## src/hw/rtl/ajq_pkg.sv

```systemverilog
// Shared types and constants for the affinity job queue.
// Used by the channel interfaces, the controller, the datapath and the top level.
// No dependencies.
package ajq_pkg;

  localparam int unsigned REQ_W    = 2;
  localparam int unsigned TAG_W    = 8;
  localparam int unsigned HANDLE_W = 32;
  localparam int unsigned STAT_W   = 2;
  localparam int unsigned OCC_W    = 5;

  typedef enum logic [REQ_W-1:0] {
    REQ_PUT      = 2'd0,
    REQ_GET      = 2'd1,
    REQ_AFFINITY = 2'd2,
    REQ_RESERVED = 2'd3
  } req_e;

  typedef enum logic [STAT_W-1:0] {
    ST_OK   = 2'd0,
    ST_NONE = 2'd1,
    ST_FULL = 2'd2
  } status_e;

  // What the finishing step writes into the response register.
  typedef enum logic [1:0] {
    RES_PLAIN,
    RES_NONE,
    RES_FULL,
    RES_JOB
  } res_kind_e;

  // Where the removal sweep starts.
  typedef enum logic [1:0] {
    POS_HEAD,
    POS_ID,
    POS_ZERO
  } pos_src_e;

  typedef struct packed {
    logic      latch_req;
    logic      put_write;
    logic      scan_start;
    logic      scan_step;
    logic      shift_start;
    pos_src_e  pos_src;
    logic      shift_step;
    logic      cnt_dec;
    logic      load_out;
    res_kind_e res_kind;
  } ajq_cmd_t;

  typedef struct packed {
    req_e req_type;
    logic empty;
    logic full;
    logic last_data;
    logic hit_id;
    logic hit_zero;
    logic overflow;
  } ajq_sts_t;

endpackage

```

## src/hw/rtl/ajq_req_if.sv

```systemverilog
// Request channel of the affinity job queue: valid/ready and the request fields.
// Depends on ajq_pkg for the field widths.
interface ajq_req_if import ajq_pkg::*; ();

  logic                valid;
  logic                ready;
  logic [REQ_W-1:0]    req_type;
  logic [TAG_W-1:0]    job_tag;
  logic [HANDLE_W-1:0] job_handle;
  logic [TAG_W-1:0]    requester_id;
  logic                take_overflow;

  modport source (
    output valid, req_type, job_tag, job_handle, requester_id, take_overflow,
    input  ready
  );

  modport sink (
    input  valid, req_type, job_tag, job_handle, requester_id, take_overflow,
    output ready
  );

endinterface

```

## src/hw/rtl/ajq_rsp_if.sv

```systemverilog
// Response channel of the affinity job queue: valid/ready and the result fields.
// Depends on ajq_pkg for the field widths.
interface ajq_rsp_if import ajq_pkg::*; ();

  logic                valid;
  logic                ready;
  logic                job_valid;
  logic [TAG_W-1:0]    out_tag;
  logic [HANDLE_W-1:0] out_handle;
  logic [STAT_W-1:0]   status;
  logic [OCC_W-1:0]    occupancy;

  modport source (
    output valid, job_valid, out_tag, out_handle, status, occupancy,
    input  ready
  );

  modport sink (
    input  valid, job_valid, out_tag, out_handle, status, occupancy,
    output ready
  );

endinterface

```

## src/hw/rtl/ajq_ctrl.sv

```systemverilog
// Controller of the affinity job queue: sequences decode, put write, scan, removal sweep
// and response loading. Depends on ajq_pkg for the command and status types.
module ajq_ctrl import ajq_pkg::*; (
  input  logic     clk_i,
  input  logic     rst_ni,
  input  logic     req_valid_i,
  output logic     req_ready_o,
  output logic     rsp_valid_o,
  input  logic     rsp_ready_i,
  input  ajq_sts_t sts_i,
  output ajq_cmd_t cmd_o
);

  typedef enum logic [2:0] {
    S_IDLE,
    S_DECODE,
    S_PUT,
    S_SCAN,
    S_PICK,
    S_SHIFT,
    S_FINISH
  } state_e;

  state_e    state_q, state_d;
  res_kind_e res_kind_q, res_kind_d;
  logic      out_valid_q, out_valid_d;
  logic      out_free;

  assign out_free    = !out_valid_q || rsp_ready_i;
  assign req_ready_o = (state_q == S_IDLE);
  assign rsp_valid_o = out_valid_q;

  always_comb begin
    state_d     = state_q;
    res_kind_d  = res_kind_q;
    out_valid_d = out_valid_q && !rsp_ready_i;
    cmd_o       = '0;
    cmd_o.res_kind = res_kind_q;

    unique case (state_q)
      S_IDLE: begin
        if (req_valid_i) begin
          cmd_o.latch_req = 1'b1;
          state_d         = S_DECODE;
        end
      end
      S_DECODE: begin
        unique case (sts_i.req_type)
          REQ_PUT: begin
            if (sts_i.full) begin
              res_kind_d = RES_FULL;
              state_d    = S_FINISH;
            end else begin
              state_d = S_PUT;
            end
          end
          REQ_GET: begin
            if (sts_i.empty) begin
              res_kind_d = RES_NONE;
              state_d    = S_FINISH;
            end else begin
              cmd_o.shift_start = 1'b1;
              cmd_o.pos_src     = POS_HEAD;
              state_d           = S_SHIFT;
            end
          end
          REQ_AFFINITY: begin
            if (sts_i.empty) begin
              res_kind_d = RES_NONE;
              state_d    = S_FINISH;
            end else begin
              cmd_o.scan_start = 1'b1;
              state_d          = S_SCAN;
            end
          end
          REQ_RESERVED: begin
            res_kind_d = RES_PLAIN;
            state_d    = S_FINISH;
          end
          default: begin
            res_kind_d = RES_PLAIN;
            state_d    = S_FINISH;
          end
        endcase
      end
      S_PUT: begin
        cmd_o.put_write = 1'b1;
        res_kind_d      = RES_PLAIN;
        state_d         = S_FINISH;
      end
      S_SCAN: begin
        cmd_o.scan_step = 1'b1;
        if (sts_i.last_data) begin
          state_d = S_PICK;
        end
      end
      S_PICK: begin
        // A requester match wins; tag 0 work is the fallback when allowed.
        priority if (sts_i.hit_id) begin
          cmd_o.shift_start = 1'b1;
          cmd_o.pos_src     = POS_ID;
          state_d           = S_SHIFT;
        end else if (sts_i.overflow && sts_i.hit_zero) begin
          cmd_o.shift_start = 1'b1;
          cmd_o.pos_src     = POS_ZERO;
          state_d           = S_SHIFT;
        end else begin
          res_kind_d = RES_NONE;
          state_d    = S_FINISH;
        end
      end
      S_SHIFT: begin
        cmd_o.shift_step = 1'b1;
        if (sts_i.last_data) begin
          cmd_o.cnt_dec = 1'b1;
          res_kind_d    = RES_JOB;
          state_d       = S_FINISH;
        end
      end
      S_FINISH: begin
        if (out_free) begin
          cmd_o.load_out = 1'b1;
          out_valid_d    = 1'b1;
          state_d        = S_IDLE;
        end
      end
      default: begin
        state_d = S_IDLE;
      end
    endcase
  end

  always_ff @(posedge clk_i or negedge rst_ni) begin
    if (!rst_ni) begin
      state_q     <= S_IDLE;
      res_kind_q  <= RES_PLAIN;
      out_valid_q <= 1'b0;
    end else begin
      state_q     <= state_d;
      res_kind_q  <= res_kind_d;
      out_valid_q <= out_valid_d;
    end
  end

endmodule

```

## src/hw/rtl/ajq_dp.sv

```systemverilog
// Datapath of the affinity job queue: entry memories, occupancy counter, scan
// compare, removal sweep and response register. Depends on ajq_pkg.
module ajq_dp import ajq_pkg::*; #(
  parameter int unsigned QUEUE_DEPTH = 16,
  parameter int unsigned TAG_BITS    = 8
) (
  input  logic                clk_i,
  input  logic                rst_ni,
  input  ajq_cmd_t            cmd_i,
  output ajq_sts_t            sts_o,
  input  logic [REQ_W-1:0]    req_type_i,
  input  logic [TAG_W-1:0]    job_tag_i,
  input  logic [HANDLE_W-1:0] job_handle_i,
  input  logic [TAG_W-1:0]    requester_id_i,
  input  logic                take_overflow_i,
  output logic                job_valid_o,
  output logic [TAG_W-1:0]    out_tag_o,
  output logic [HANDLE_W-1:0] out_handle_o,
  output logic [STAT_W-1:0]   status_o,
  output logic [OCC_W-1:0]    occupancy_o
);

  localparam int unsigned AW = $clog2(QUEUE_DEPTH);
  localparam int unsigned CW = $clog2(QUEUE_DEPTH + 1);

  logic [TAG_BITS-1:0] tag_mem [QUEUE_DEPTH];
  logic [HANDLE_W-1:0] hdl_mem [QUEUE_DEPTH];

  // Latched request.
  req_e                req_type_q;
  logic [TAG_W-1:0]    req_tag_q;
  logic [HANDLE_W-1:0] req_hdl_q;
  logic [TAG_W-1:0]    req_rid_q;
  logic                req_ovf_q;

  logic [CW-1:0]       cnt_q;
  logic [CW-1:0]       rp_q;
  logic                rd_vld_q;
  logic [AW-1:0]       rd_idx_q;
  logic [TAG_BITS-1:0] tag_rd_q;
  logic [HANDLE_W-1:0] hdl_rd_q;

  logic                hit_id_q, hit_zero_q;
  logic [AW-1:0]       pos_id_q, pos_zero_q, pos_q;
  logic [TAG_BITS-1:0] cap_tag_q;
  logic [HANDLE_W-1:0] cap_hdl_q;

  logic                out_job_q;
  logic [TAG_W-1:0]    out_tag_q;
  logic [HANDLE_W-1:0] out_hdl_q;
  status_e             out_status_q;
  logic [OCC_W-1:0]    out_occ_q;

  logic                rd_en;
  logic                last_data;
  logic                mem_we;
  logic [AW-1:0]       mem_wa;
  logic [TAG_BITS-1:0] mem_wtag;
  logic [HANDLE_W-1:0] mem_whdl;
  logic [TAG_BITS-1:0] rid_tag;
  logic                shift_data;
  logic [AW-1:0]       start_pos;

  assign rid_tag   = TAG_BITS'(req_rid_q);
  assign rd_en     = (cmd_i.scan_step || cmd_i.shift_step) && (rp_q < cnt_q);
  assign last_data = rd_vld_q && (CW'(rd_idx_q) == cnt_q - CW'(1));
  // Every entry read after the removed one moves down by one place.
  assign shift_data = cmd_i.shift_step && rd_vld_q;

  assign mem_we   = cmd_i.put_write || (shift_data && (rd_idx_q != pos_q));
  assign mem_wa   = cmd_i.put_write ? cnt_q[AW-1:0] : rd_idx_q - AW'(1);
  assign mem_wtag = cmd_i.put_write ? TAG_BITS'(req_tag_q) : tag_rd_q;
  assign mem_whdl = cmd_i.put_write ? req_hdl_q : hdl_rd_q;

  always_comb begin
    unique case (cmd_i.pos_src)
      POS_ID:   start_pos = pos_id_q;
      POS_ZERO: start_pos = pos_zero_q;
      default:  start_pos = '0;
    endcase
  end

  always_ff @(posedge clk_i) begin
    if (mem_we) begin
      tag_mem[mem_wa] <= mem_wtag;
      hdl_mem[mem_wa] <= mem_whdl;
    end
    if (rd_en) begin
      tag_rd_q <= tag_mem[rp_q[AW-1:0]];
      hdl_rd_q <= hdl_mem[rp_q[AW-1:0]];
    end
  end

  always_ff @(posedge clk_i or negedge rst_ni) begin
    if (!rst_ni) begin
      cnt_q      <= '0;
      rd_vld_q   <= 1'b0;
      hit_id_q   <= 1'b0;
      hit_zero_q <= 1'b0;
    end else begin
      rd_vld_q <= rd_en;
      if (cmd_i.put_write) begin
        cnt_q <= cnt_q + CW'(1);
      end else if (cmd_i.cnt_dec) begin
        cnt_q <= cnt_q - CW'(1);
      end
      if (cmd_i.scan_start) begin
        hit_id_q   <= 1'b0;
        hit_zero_q <= 1'b0;
      end else if (cmd_i.scan_step && rd_vld_q) begin
        if (!hit_id_q && (tag_rd_q == rid_tag)) begin
          hit_id_q <= 1'b1;
        end
        if (!hit_zero_q && (tag_rd_q == '0)) begin
          hit_zero_q <= 1'b1;
        end
      end
    end
  end

  always_ff @(posedge clk_i) begin
    if (cmd_i.latch_req) begin
      req_type_q <= req_e'(req_type_i);
      req_tag_q  <= job_tag_i;
      req_hdl_q  <= job_handle_i;
      req_rid_q  <= requester_id_i;
      req_ovf_q  <= take_overflow_i;
    end

    if (rd_en) begin
      rd_idx_q <= rp_q[AW-1:0];
    end

    if (cmd_i.scan_start) begin
      rp_q <= '0;
    end else if (cmd_i.shift_start) begin
      rp_q  <= CW'(start_pos);
      pos_q <= start_pos;
    end else if (rd_en) begin
      rp_q <= rp_q + CW'(1);
    end

    if (cmd_i.scan_step && rd_vld_q) begin
      if (!hit_id_q && (tag_rd_q == rid_tag)) begin
        pos_id_q <= rd_idx_q;
      end
      if (!hit_zero_q && (tag_rd_q == '0)) begin
        pos_zero_q <= rd_idx_q;
      end
    end

    if (shift_data && (rd_idx_q == pos_q)) begin
      cap_tag_q <= tag_rd_q;
      cap_hdl_q <= hdl_rd_q;
    end

    if (cmd_i.load_out) begin
      out_occ_q <= OCC_W'(cnt_q);
      unique case (cmd_i.res_kind)
        RES_JOB: begin
          out_job_q    <= 1'b1;
          out_tag_q    <= TAG_W'(cap_tag_q);
          out_hdl_q    <= cap_hdl_q;
          out_status_q <= ST_OK;
        end
        RES_NONE: begin
          out_job_q    <= 1'b0;
          out_tag_q    <= '0;
          out_hdl_q    <= '0;
          out_status_q <= ST_NONE;
        end
        RES_FULL: begin
          out_job_q    <= 1'b0;
          out_tag_q    <= '0;
          out_hdl_q    <= '0;
          out_status_q <= ST_FULL;
        end
        default: begin
          out_job_q    <= 1'b0;
          out_tag_q    <= '0;
          out_hdl_q    <= '0;
          out_status_q <= ST_OK;
        end
      endcase
    end
  end

  assign sts_o.req_type  = req_type_q;
  assign sts_o.empty     = (cnt_q == '0);
  assign sts_o.full      = (cnt_q == CW'(QUEUE_DEPTH));
  assign sts_o.last_data = last_data;
  assign sts_o.hit_id    = hit_id_q;
  assign sts_o.hit_zero  = hit_zero_q;
  assign sts_o.overflow  = req_ovf_q;

  assign job_valid_o  = out_job_q;
  assign out_tag_o    = out_tag_q;
  assign out_handle_o = out_hdl_q;
  assign status_o     = out_status_q;
  assign occupancy_o  = out_occ_q;

endmodule

```

## src/hw/rtl/affinity_job_queue.sv

```systemverilog
// Affinity job queue, top level. A put, a refused put, a reserved request and a get on an
// empty queue take a time that does not depend on the fill; a plain get sweeps the entries
// from the head, and an affinity get scans them all and, on a match, sweeps again from it.
// One memory read port is swept an entry a cycle by the tag scan and by the removal.
// A new request is accepted once the previous response is registered; a held one stalls.
// Reset empties the queue at once; the entry memories need no clearing pass.
module affinity_job_queue import ajq_pkg::*; #(
  parameter int unsigned QUEUE_DEPTH = 16,
  parameter int unsigned TAG_BITS    = 8
) (
  input  logic      clk_i,
  input  logic      rst_ni,
  ajq_req_if.sink   req_i,
  ajq_rsp_if.source rsp_o
);

  ajq_cmd_t cmd;
  ajq_sts_t sts;
  logic     req_ready;
  logic     rsp_valid;

  ajq_ctrl u_ctrl (
    .clk_i       (clk_i),
    .rst_ni      (rst_ni),
    .req_valid_i (req_i.valid),
    .req_ready_o (req_ready),
    .rsp_valid_o (rsp_valid),
    .rsp_ready_i (rsp_o.ready),
    .sts_i       (sts),
    .cmd_o       (cmd)
  );

  ajq_dp #(
    .QUEUE_DEPTH (QUEUE_DEPTH),
    .TAG_BITS    (TAG_BITS)
  ) u_dp (
    .clk_i           (clk_i),
    .rst_ni          (rst_ni),
    .cmd_i           (cmd),
    .sts_o           (sts),
    .req_type_i      (req_i.req_type),
    .job_tag_i       (req_i.job_tag),
    .job_handle_i    (req_i.job_handle),
    .requester_id_i  (req_i.requester_id),
    .take_overflow_i (req_i.take_overflow),
    .job_valid_o     (rsp_o.job_valid),
    .out_tag_o       (rsp_o.out_tag),
    .out_handle_o    (rsp_o.out_handle),
    .status_o        (rsp_o.status),
    .occupancy_o     (rsp_o.occupancy)
  );

  assign req_i.ready = req_ready;
  assign rsp_o.valid = rsp_valid;

`ifndef SYNTH
  // A request is worked on alone: no second request is taken the cycle after one.
  a_one_at_a_time: assert property (@(posedge clk_i) disable iff (!rst_ni)
    req_i.valid && req_i.ready |=> !req_i.ready)
    else $error("request accepted while the previous one is still in progress");

  // The tail is written only when there is room.
  a_put_room: assert property (@(posedge clk_i) disable iff (!rst_ni)
    cmd.put_write |-> !sts.full)
    else $error("put written into a full queue");

  // A pending response is never overwritten before it is taken.
  a_rsp_kept: assert property (@(posedge clk_i) disable iff (!rst_ni)
    cmd.load_out |-> (!rsp_o.valid || rsp_o.ready))
    else $error("response register reloaded while a response is pending");

  // Removal sweeps and scans only run on a non-empty queue.
  a_sweep_nonempty: assert property (@(posedge clk_i) disable iff (!rst_ni)
    cmd.scan_start || cmd.shift_start |-> !sts.empty)
    else $error("sweep started on an empty queue");
`endif

endmodule
```

## src/flat_wrapper.sv

```systemverilog
// flat-port wrapper written by rule: the top's interface ports become plain ports
module affinity_job_queue_flat import ajq_pkg::*;
#(
  parameter int unsigned QUEUE_DEPTH = 16,
  parameter int unsigned TAG_BITS    = 8
)
  (clk_i, rst_ni, req_i_valid, req_i_req_type, req_i_job_tag, req_i_job_handle, req_i_requester_id, req_i_take_overflow, req_i_ready, rsp_o_valid, rsp_o_job_valid, rsp_o_out_tag, rsp_o_out_handle, rsp_o_status, rsp_o_occupancy, rsp_o_ready);
  ajq_req_if req_i_i ();
  ajq_rsp_if rsp_o_i ();
  input  logic clk_i;
  input  logic rst_ni;
  input wire logic [$bits(req_i_i.valid)-1:0] req_i_valid;
  input wire logic [$bits(req_i_i.req_type)-1:0] req_i_req_type;
  input wire logic [$bits(req_i_i.job_tag)-1:0] req_i_job_tag;
  input wire logic [$bits(req_i_i.job_handle)-1:0] req_i_job_handle;
  input wire logic [$bits(req_i_i.requester_id)-1:0] req_i_requester_id;
  input wire logic [$bits(req_i_i.take_overflow)-1:0] req_i_take_overflow;
  output wire logic [$bits(req_i_i.ready)-1:0] req_i_ready;
  output wire logic [$bits(rsp_o_i.valid)-1:0] rsp_o_valid;
  output wire logic [$bits(rsp_o_i.job_valid)-1:0] rsp_o_job_valid;
  output wire logic [$bits(rsp_o_i.out_tag)-1:0] rsp_o_out_tag;
  output wire logic [$bits(rsp_o_i.out_handle)-1:0] rsp_o_out_handle;
  output wire logic [$bits(rsp_o_i.status)-1:0] rsp_o_status;
  output wire logic [$bits(rsp_o_i.occupancy)-1:0] rsp_o_occupancy;
  input wire logic [$bits(rsp_o_i.ready)-1:0] rsp_o_ready;
  assign req_i_i.valid = req_i_valid;
  assign req_i_i.req_type = req_i_req_type;
  assign req_i_i.job_tag = req_i_job_tag;
  assign req_i_i.job_handle = req_i_job_handle;
  assign req_i_i.requester_id = req_i_requester_id;
  assign req_i_i.take_overflow = req_i_take_overflow;
  assign req_i_ready = req_i_i.ready;
  assign rsp_o_valid = rsp_o_i.valid;
  assign rsp_o_job_valid = rsp_o_i.job_valid;
  assign rsp_o_out_tag = rsp_o_i.out_tag;
  assign rsp_o_out_handle = rsp_o_i.out_handle;
  assign rsp_o_status = rsp_o_i.status;
  assign rsp_o_occupancy = rsp_o_i.occupancy;
  assign rsp_o_i.ready = rsp_o_ready;
  affinity_job_queue #(.QUEUE_DEPTH(QUEUE_DEPTH), .TAG_BITS(TAG_BITS)) u_core (.clk_i(clk_i), .rst_ni(rst_ni), .req_i(req_i_i), .rsp_o(rsp_o_i));
endmodule
```

## config.mk

```make
export PLATFORM = sky130hd
export DESIGN_NAME = affinity_job_queue_flat
export DESIGN_NICKNAME = d
export VERILOG_FILES = /design/src/hw/rtl/ajq_pkg.sv /design/src/hw/rtl/ajq_req_if.sv /design/src/hw/rtl/ajq_rsp_if.sv /design/src/hw/rtl/ajq_ctrl.sv /design/src/hw/rtl/ajq_dp.sv /design/src/hw/rtl/affinity_job_queue.sv /design/src/flat_wrapper.sv
export SDC_FILE = /design/constraint.sdc
export NUM_CORES = 1
export LEC_CHECK = 0
export BUFFER_PORTS_ARGS = -buffer_cell sky130_fd_sc_hd__buf_2
export CORE_MARGIN = 2
export CORE_UTILIZATION = 60
export CTS_BUF_LIST = sky130_fd_sc_hd__clkbuf_8 sky130_fd_sc_hd__clkbuf_16
export DETAILED_ROUTE_END_ITERATION = 16
export GPL_ROUTABILITY_DRIVEN = 0
export MAX_ROUTING_LAYER = met4
export PLACE_DENSITY = 0.77
export SYNTH_ARGS = -nofsm -noshare
export SYNTH_HDL_FRONTEND = slang
export SYNTH_HIERARCHICAL = 1
export SYNTH_SLANG_ARGS = --single-unit
```

## constraint.sdc

```tcl
create_clock -name clk_i -period 4.25 [get_ports clk_i]
set_input_delay 1.0625 -clock clk_i [delete_from_list [all_inputs] [get_ports clk_i]]
set_output_delay 1.0625 -clock clk_i [all_outputs]
set_load 0.01 [all_outputs]
```

==> run_results.csv <==
group,metric,value,unit
critical_path,crit_path_max_incr_delay,0.73,ns
die,rows,86,
critical_path,arrival,3.82,ns
routing,ant_nets,0,
synth,synth_top_area_cell,"edfxtp_1",
timing,worstMarginPinSlew,1.19,ns
synth,synth_top_area_frac,0.757,
power_and_ir_drop,power.leakage,8.91,nW
synth,postSynthCellCount,1615,
routing,drtPass1Iterations,5,
cts,cts.path.max_buffers,3,
critical_path,cp.required,4.53,ns
die,initial_core_util,0.603,
timing,final.setup.tns,0,ns
timing,skew,0.0205,ns
routing,top_layer,"met4",
synth,syn-num-nets,1686,
synth,synthTopCellsByCount,"edfxtp_1 (835), mux4_2 (135), nand2_1 (104)",
routing,viasPerCell,6.48,
critical_path,cpMaxStageDelayCell,"dfrtp_1",
synth,synth_edf_count,835,
grt,grt.overflow.total,0,
die,boundaryPins,105,
power_and_ir_drop,p_per_area,431,mW/mm^2
critical_path,setup.worst_path.start_class,"register",
power_and_ir_drop,peakVddDrop,0.000272,V
synth,async_reset_ff_frac,0.0164,
cts,cts_hold_buf,0,
timing,max_freq,0.283,GHz
synth,ys.warnings.count,6,
worst_hold_path,hold_class,"input pin to async pin",
synth,synth.most_common_cell,"edfxtp_1",
routing,vias,16400,
critical_path,cp_top_family,"simple AND/OR/NAND/NOR gates",
cts,postCtsSetupBuffers,0,
synth,syn_area,0.0331,mm^2
power_and_ir_drop,finalPower,16.0,mW
synth,synth_area_leaders,"edfxtp_1 (76%), mux4_2 (9.2%), mux4_1 (2.0%)",
grt,grt_pass1_vias,16500,
placement,dp_hpwl,41500,um
routing,wl_met2,33600,um
routing,wl_per_cell,28.2,um
critical_path,crit_buf_inv,2,
timing,hold_violations,0,
critical_path,path_depth,8,
placement,port_buffers,104,
cts,path_clk_slew,0.06,ns
routing,route.met3.wl,8180,um
routing,post-route-drc-count,0,
critical_path,critPathKind,"register to register",
critical_path,crit_top_cell,"nand2_1",
timing,finalMaxSlewViolations,0,
timing,min_period_over_period,0.833,
synth,ys_seq_elements,854,
layout,stdcell_count,2525,
synth,postSynthAreaPerCell,20.5,um^2
cts,clkSinkCount,854,
status,run_status,"finished clean",
critical_path,path_cells,"nor2b_1 -> nand2_1 -> inv_1 -> nand2_1 -> o41ai_1 -> nand2_1 -> nor2_4 -> buf_4",
layout,layout-drive-gt1-share,0.235,
routing,wl_met1,27900,um
cts,clkLatencyLatePin,0.61,ns
cts,cts_max_level,3,
layout,areaGrowthSynthToFinish,12.0,%
grt,grt_pass1_wl,105000,um
grt,grtUsageTotal,0.263,
timing,relSlewSlack,0.207,
die,dieArea,0.0571,mm^2
cts,cts_tree,"yes",
synth,synthFlopType,"edfxtp_1",
cts,cts_buffers,82,
critical_path,r2r_cells,8,
grt,grt_max_degree,79,
critical_path,crit_path_end_kind,"register",
routing,wl,71300,um
placement,dp_cells,2380,
layout,nets,1831,
timing,period_minus_slack,3.54,ns
routing,dr.first_iter.drc_count,1829,
critical_path,path_max_fanout,21,
die,die_h,239,um
synth,ys_seq_area_frac,0.771,
timing,rsz0062_at_grt,"no",
grt,antenna_found_initial,0,
die,die_w,239,um
die,fp.coreArea,0.0549,mm^2
timing,setup-violations-final,0,
synth,synthDistinctLibCells,62,
timing,hold-worst-slack,0.346,ns
cts,cts-root-buf,"clkbuf_16",
flow_run,cap_violations,0,
cts,cts_resized,0,
-- logic make-up (layout without fill, tap and decap cells) --
family,after synthesis,after routing,share of synthesized area
flip-flops,854,854,0.771
AND/OR/NAND/NOR,273,273,0.0412
multiplexers,208,208,0.128
AO/OA/AOI/OAI,131,131,0.0282
buffers and inverters,107,311,0.0187
XOR/XNOR,26,26,0.00688
adder cells (fa/ha/maj),16,16,0.00605
other,0,2,0
-- registers in the layout, indices dropped and copies added, names as in the netlist, 5 cells and up --
register                  cells
u_core/u_dp/hdl_rd_q         32
u_core/u_dp/cap_tag_q         8
u_core/u_dp/tag_rd_q          8
u_core/u_dp/occupancy_o       5
u_core/u_dp/hdl_mem         512
u_core/u_dp/cnt_q             5
u_core/u_dp/req_hdl_q        32
u_core/u_dp/cap_hdl_q        32
u_core/u_dp/out_handle_o     32
u_core/u_dp/req_rid_q         8
u_core/u_dp/rp_q              5
u_core/u_dp/tag_mem         128
u_core/u_dp/req_tag_q         8
u_core/u_dp/out_tag_o         8
-- power by group --
part / switching (mW) / leakage [nW] / internal, mW / total, mW
Combinational: 0.0100 / 2.44 / 0.0171 / 0.0271
Sequential: 0.0000000000000000155 / 5.15 / 9.10 / 9.10
Clock: 2.91 / 1.32 / 3.93 / 6.84
Total: 2.92 / 8.91 / 13.1 / 16.0
-- worst register-to-register path, cell delays in order (launching register included) --
cell	delay, ns
dfrtp_1	0.73
nor2b_1	0.35
nand2_1	0.15
inv_1	0.21
nand2_1	0.08
o41ai_1	0.41
nand2_1	0.35
nor2_4	0.53
buf_4	0.41
-- cell usage in the layout (no fill, tap or decap), types with 22 or more instances in the layout --
| cell type | instances |
|---|---|
| nand2_1 | 104 |
| a211oi_1 | 40 |
| edfxtp_1 | 835 |
| mux4_2 | 135 |
| clkbuf_16 | 87 |
| a31oi_1 | 42 |
| nor2_1 | 22 |
| mux4_1 | 25 |
| mux2_1 | 42 |
| buf_4 | 40 |
| and3_1 | 45 |
| buf_2 | 104 |
| inv_1 | 34 |
| nor2b_1 | 48 |
-- path summary, 6_finish.rpt --
| path | start | slack (ns) | end |
|---|---|---|---|
| max in group asynchronous | rst_ni | 3.63 | u_core/u_dp/hit_zero_q |
| worst max register to register | u_core/u_ctrl/state_q[2] | 0.71 | u_core/u_dp/hdl_mem[15][14] |
| worst min-delay path | rst_ni | 0.35 | u_core/u_dp/cnt_q[0] |
| worst min register to register | u_core/u_dp/hdl_rd_q[24] | 0.45 | u_core/u_dp/cap_hdl_q[24] |
| worst max-delay path | u_core/u_ctrl/state_q[2] | 0.71 | u_core/u_dp/hdl_mem[15][14] |
| min in group clk_i | u_core/u_dp/hdl_rd_q[24] | 0.45 | u_core/u_dp/cap_hdl_q[24] |
-- metal layers --
metal,global-route usage,vias to the layer above
li1,-,6869
met1,0.375,8444
met2,0.388,965
met3,0.0613,90
met4,0.0750,0
met5,-,-
-- final cells by class --
class / instances / area [um^2]
Timing Repair Buffer: 152 / 981
Sequential cell: 854 / 25500
Tap cell: 704 / 881
Clock buffer: 88 / 2190
Fill cell: 3270 / 17800
Inverter: 16 / 60.1
Antenna cell: 2 / 5.00
Clock inverter: 55 / 348
Multi-Input combinational cell: 654 / 7090
-- metrics by stage --
step | setup WS [ns] | instance area (um^2) | util
after floorplan | 0.656 | 33100 | -
after global placement | 0.886 | 34600 | 0.630
after detailed placement | 0.796 | 34600 | 0.630
after CTS | 0.784 | 37100 | 0.676
after global routing | 0.519 | 37100 | 0.676
final | 0.711 | 37100 | 0.676
(Power assumes the default switching activity.)
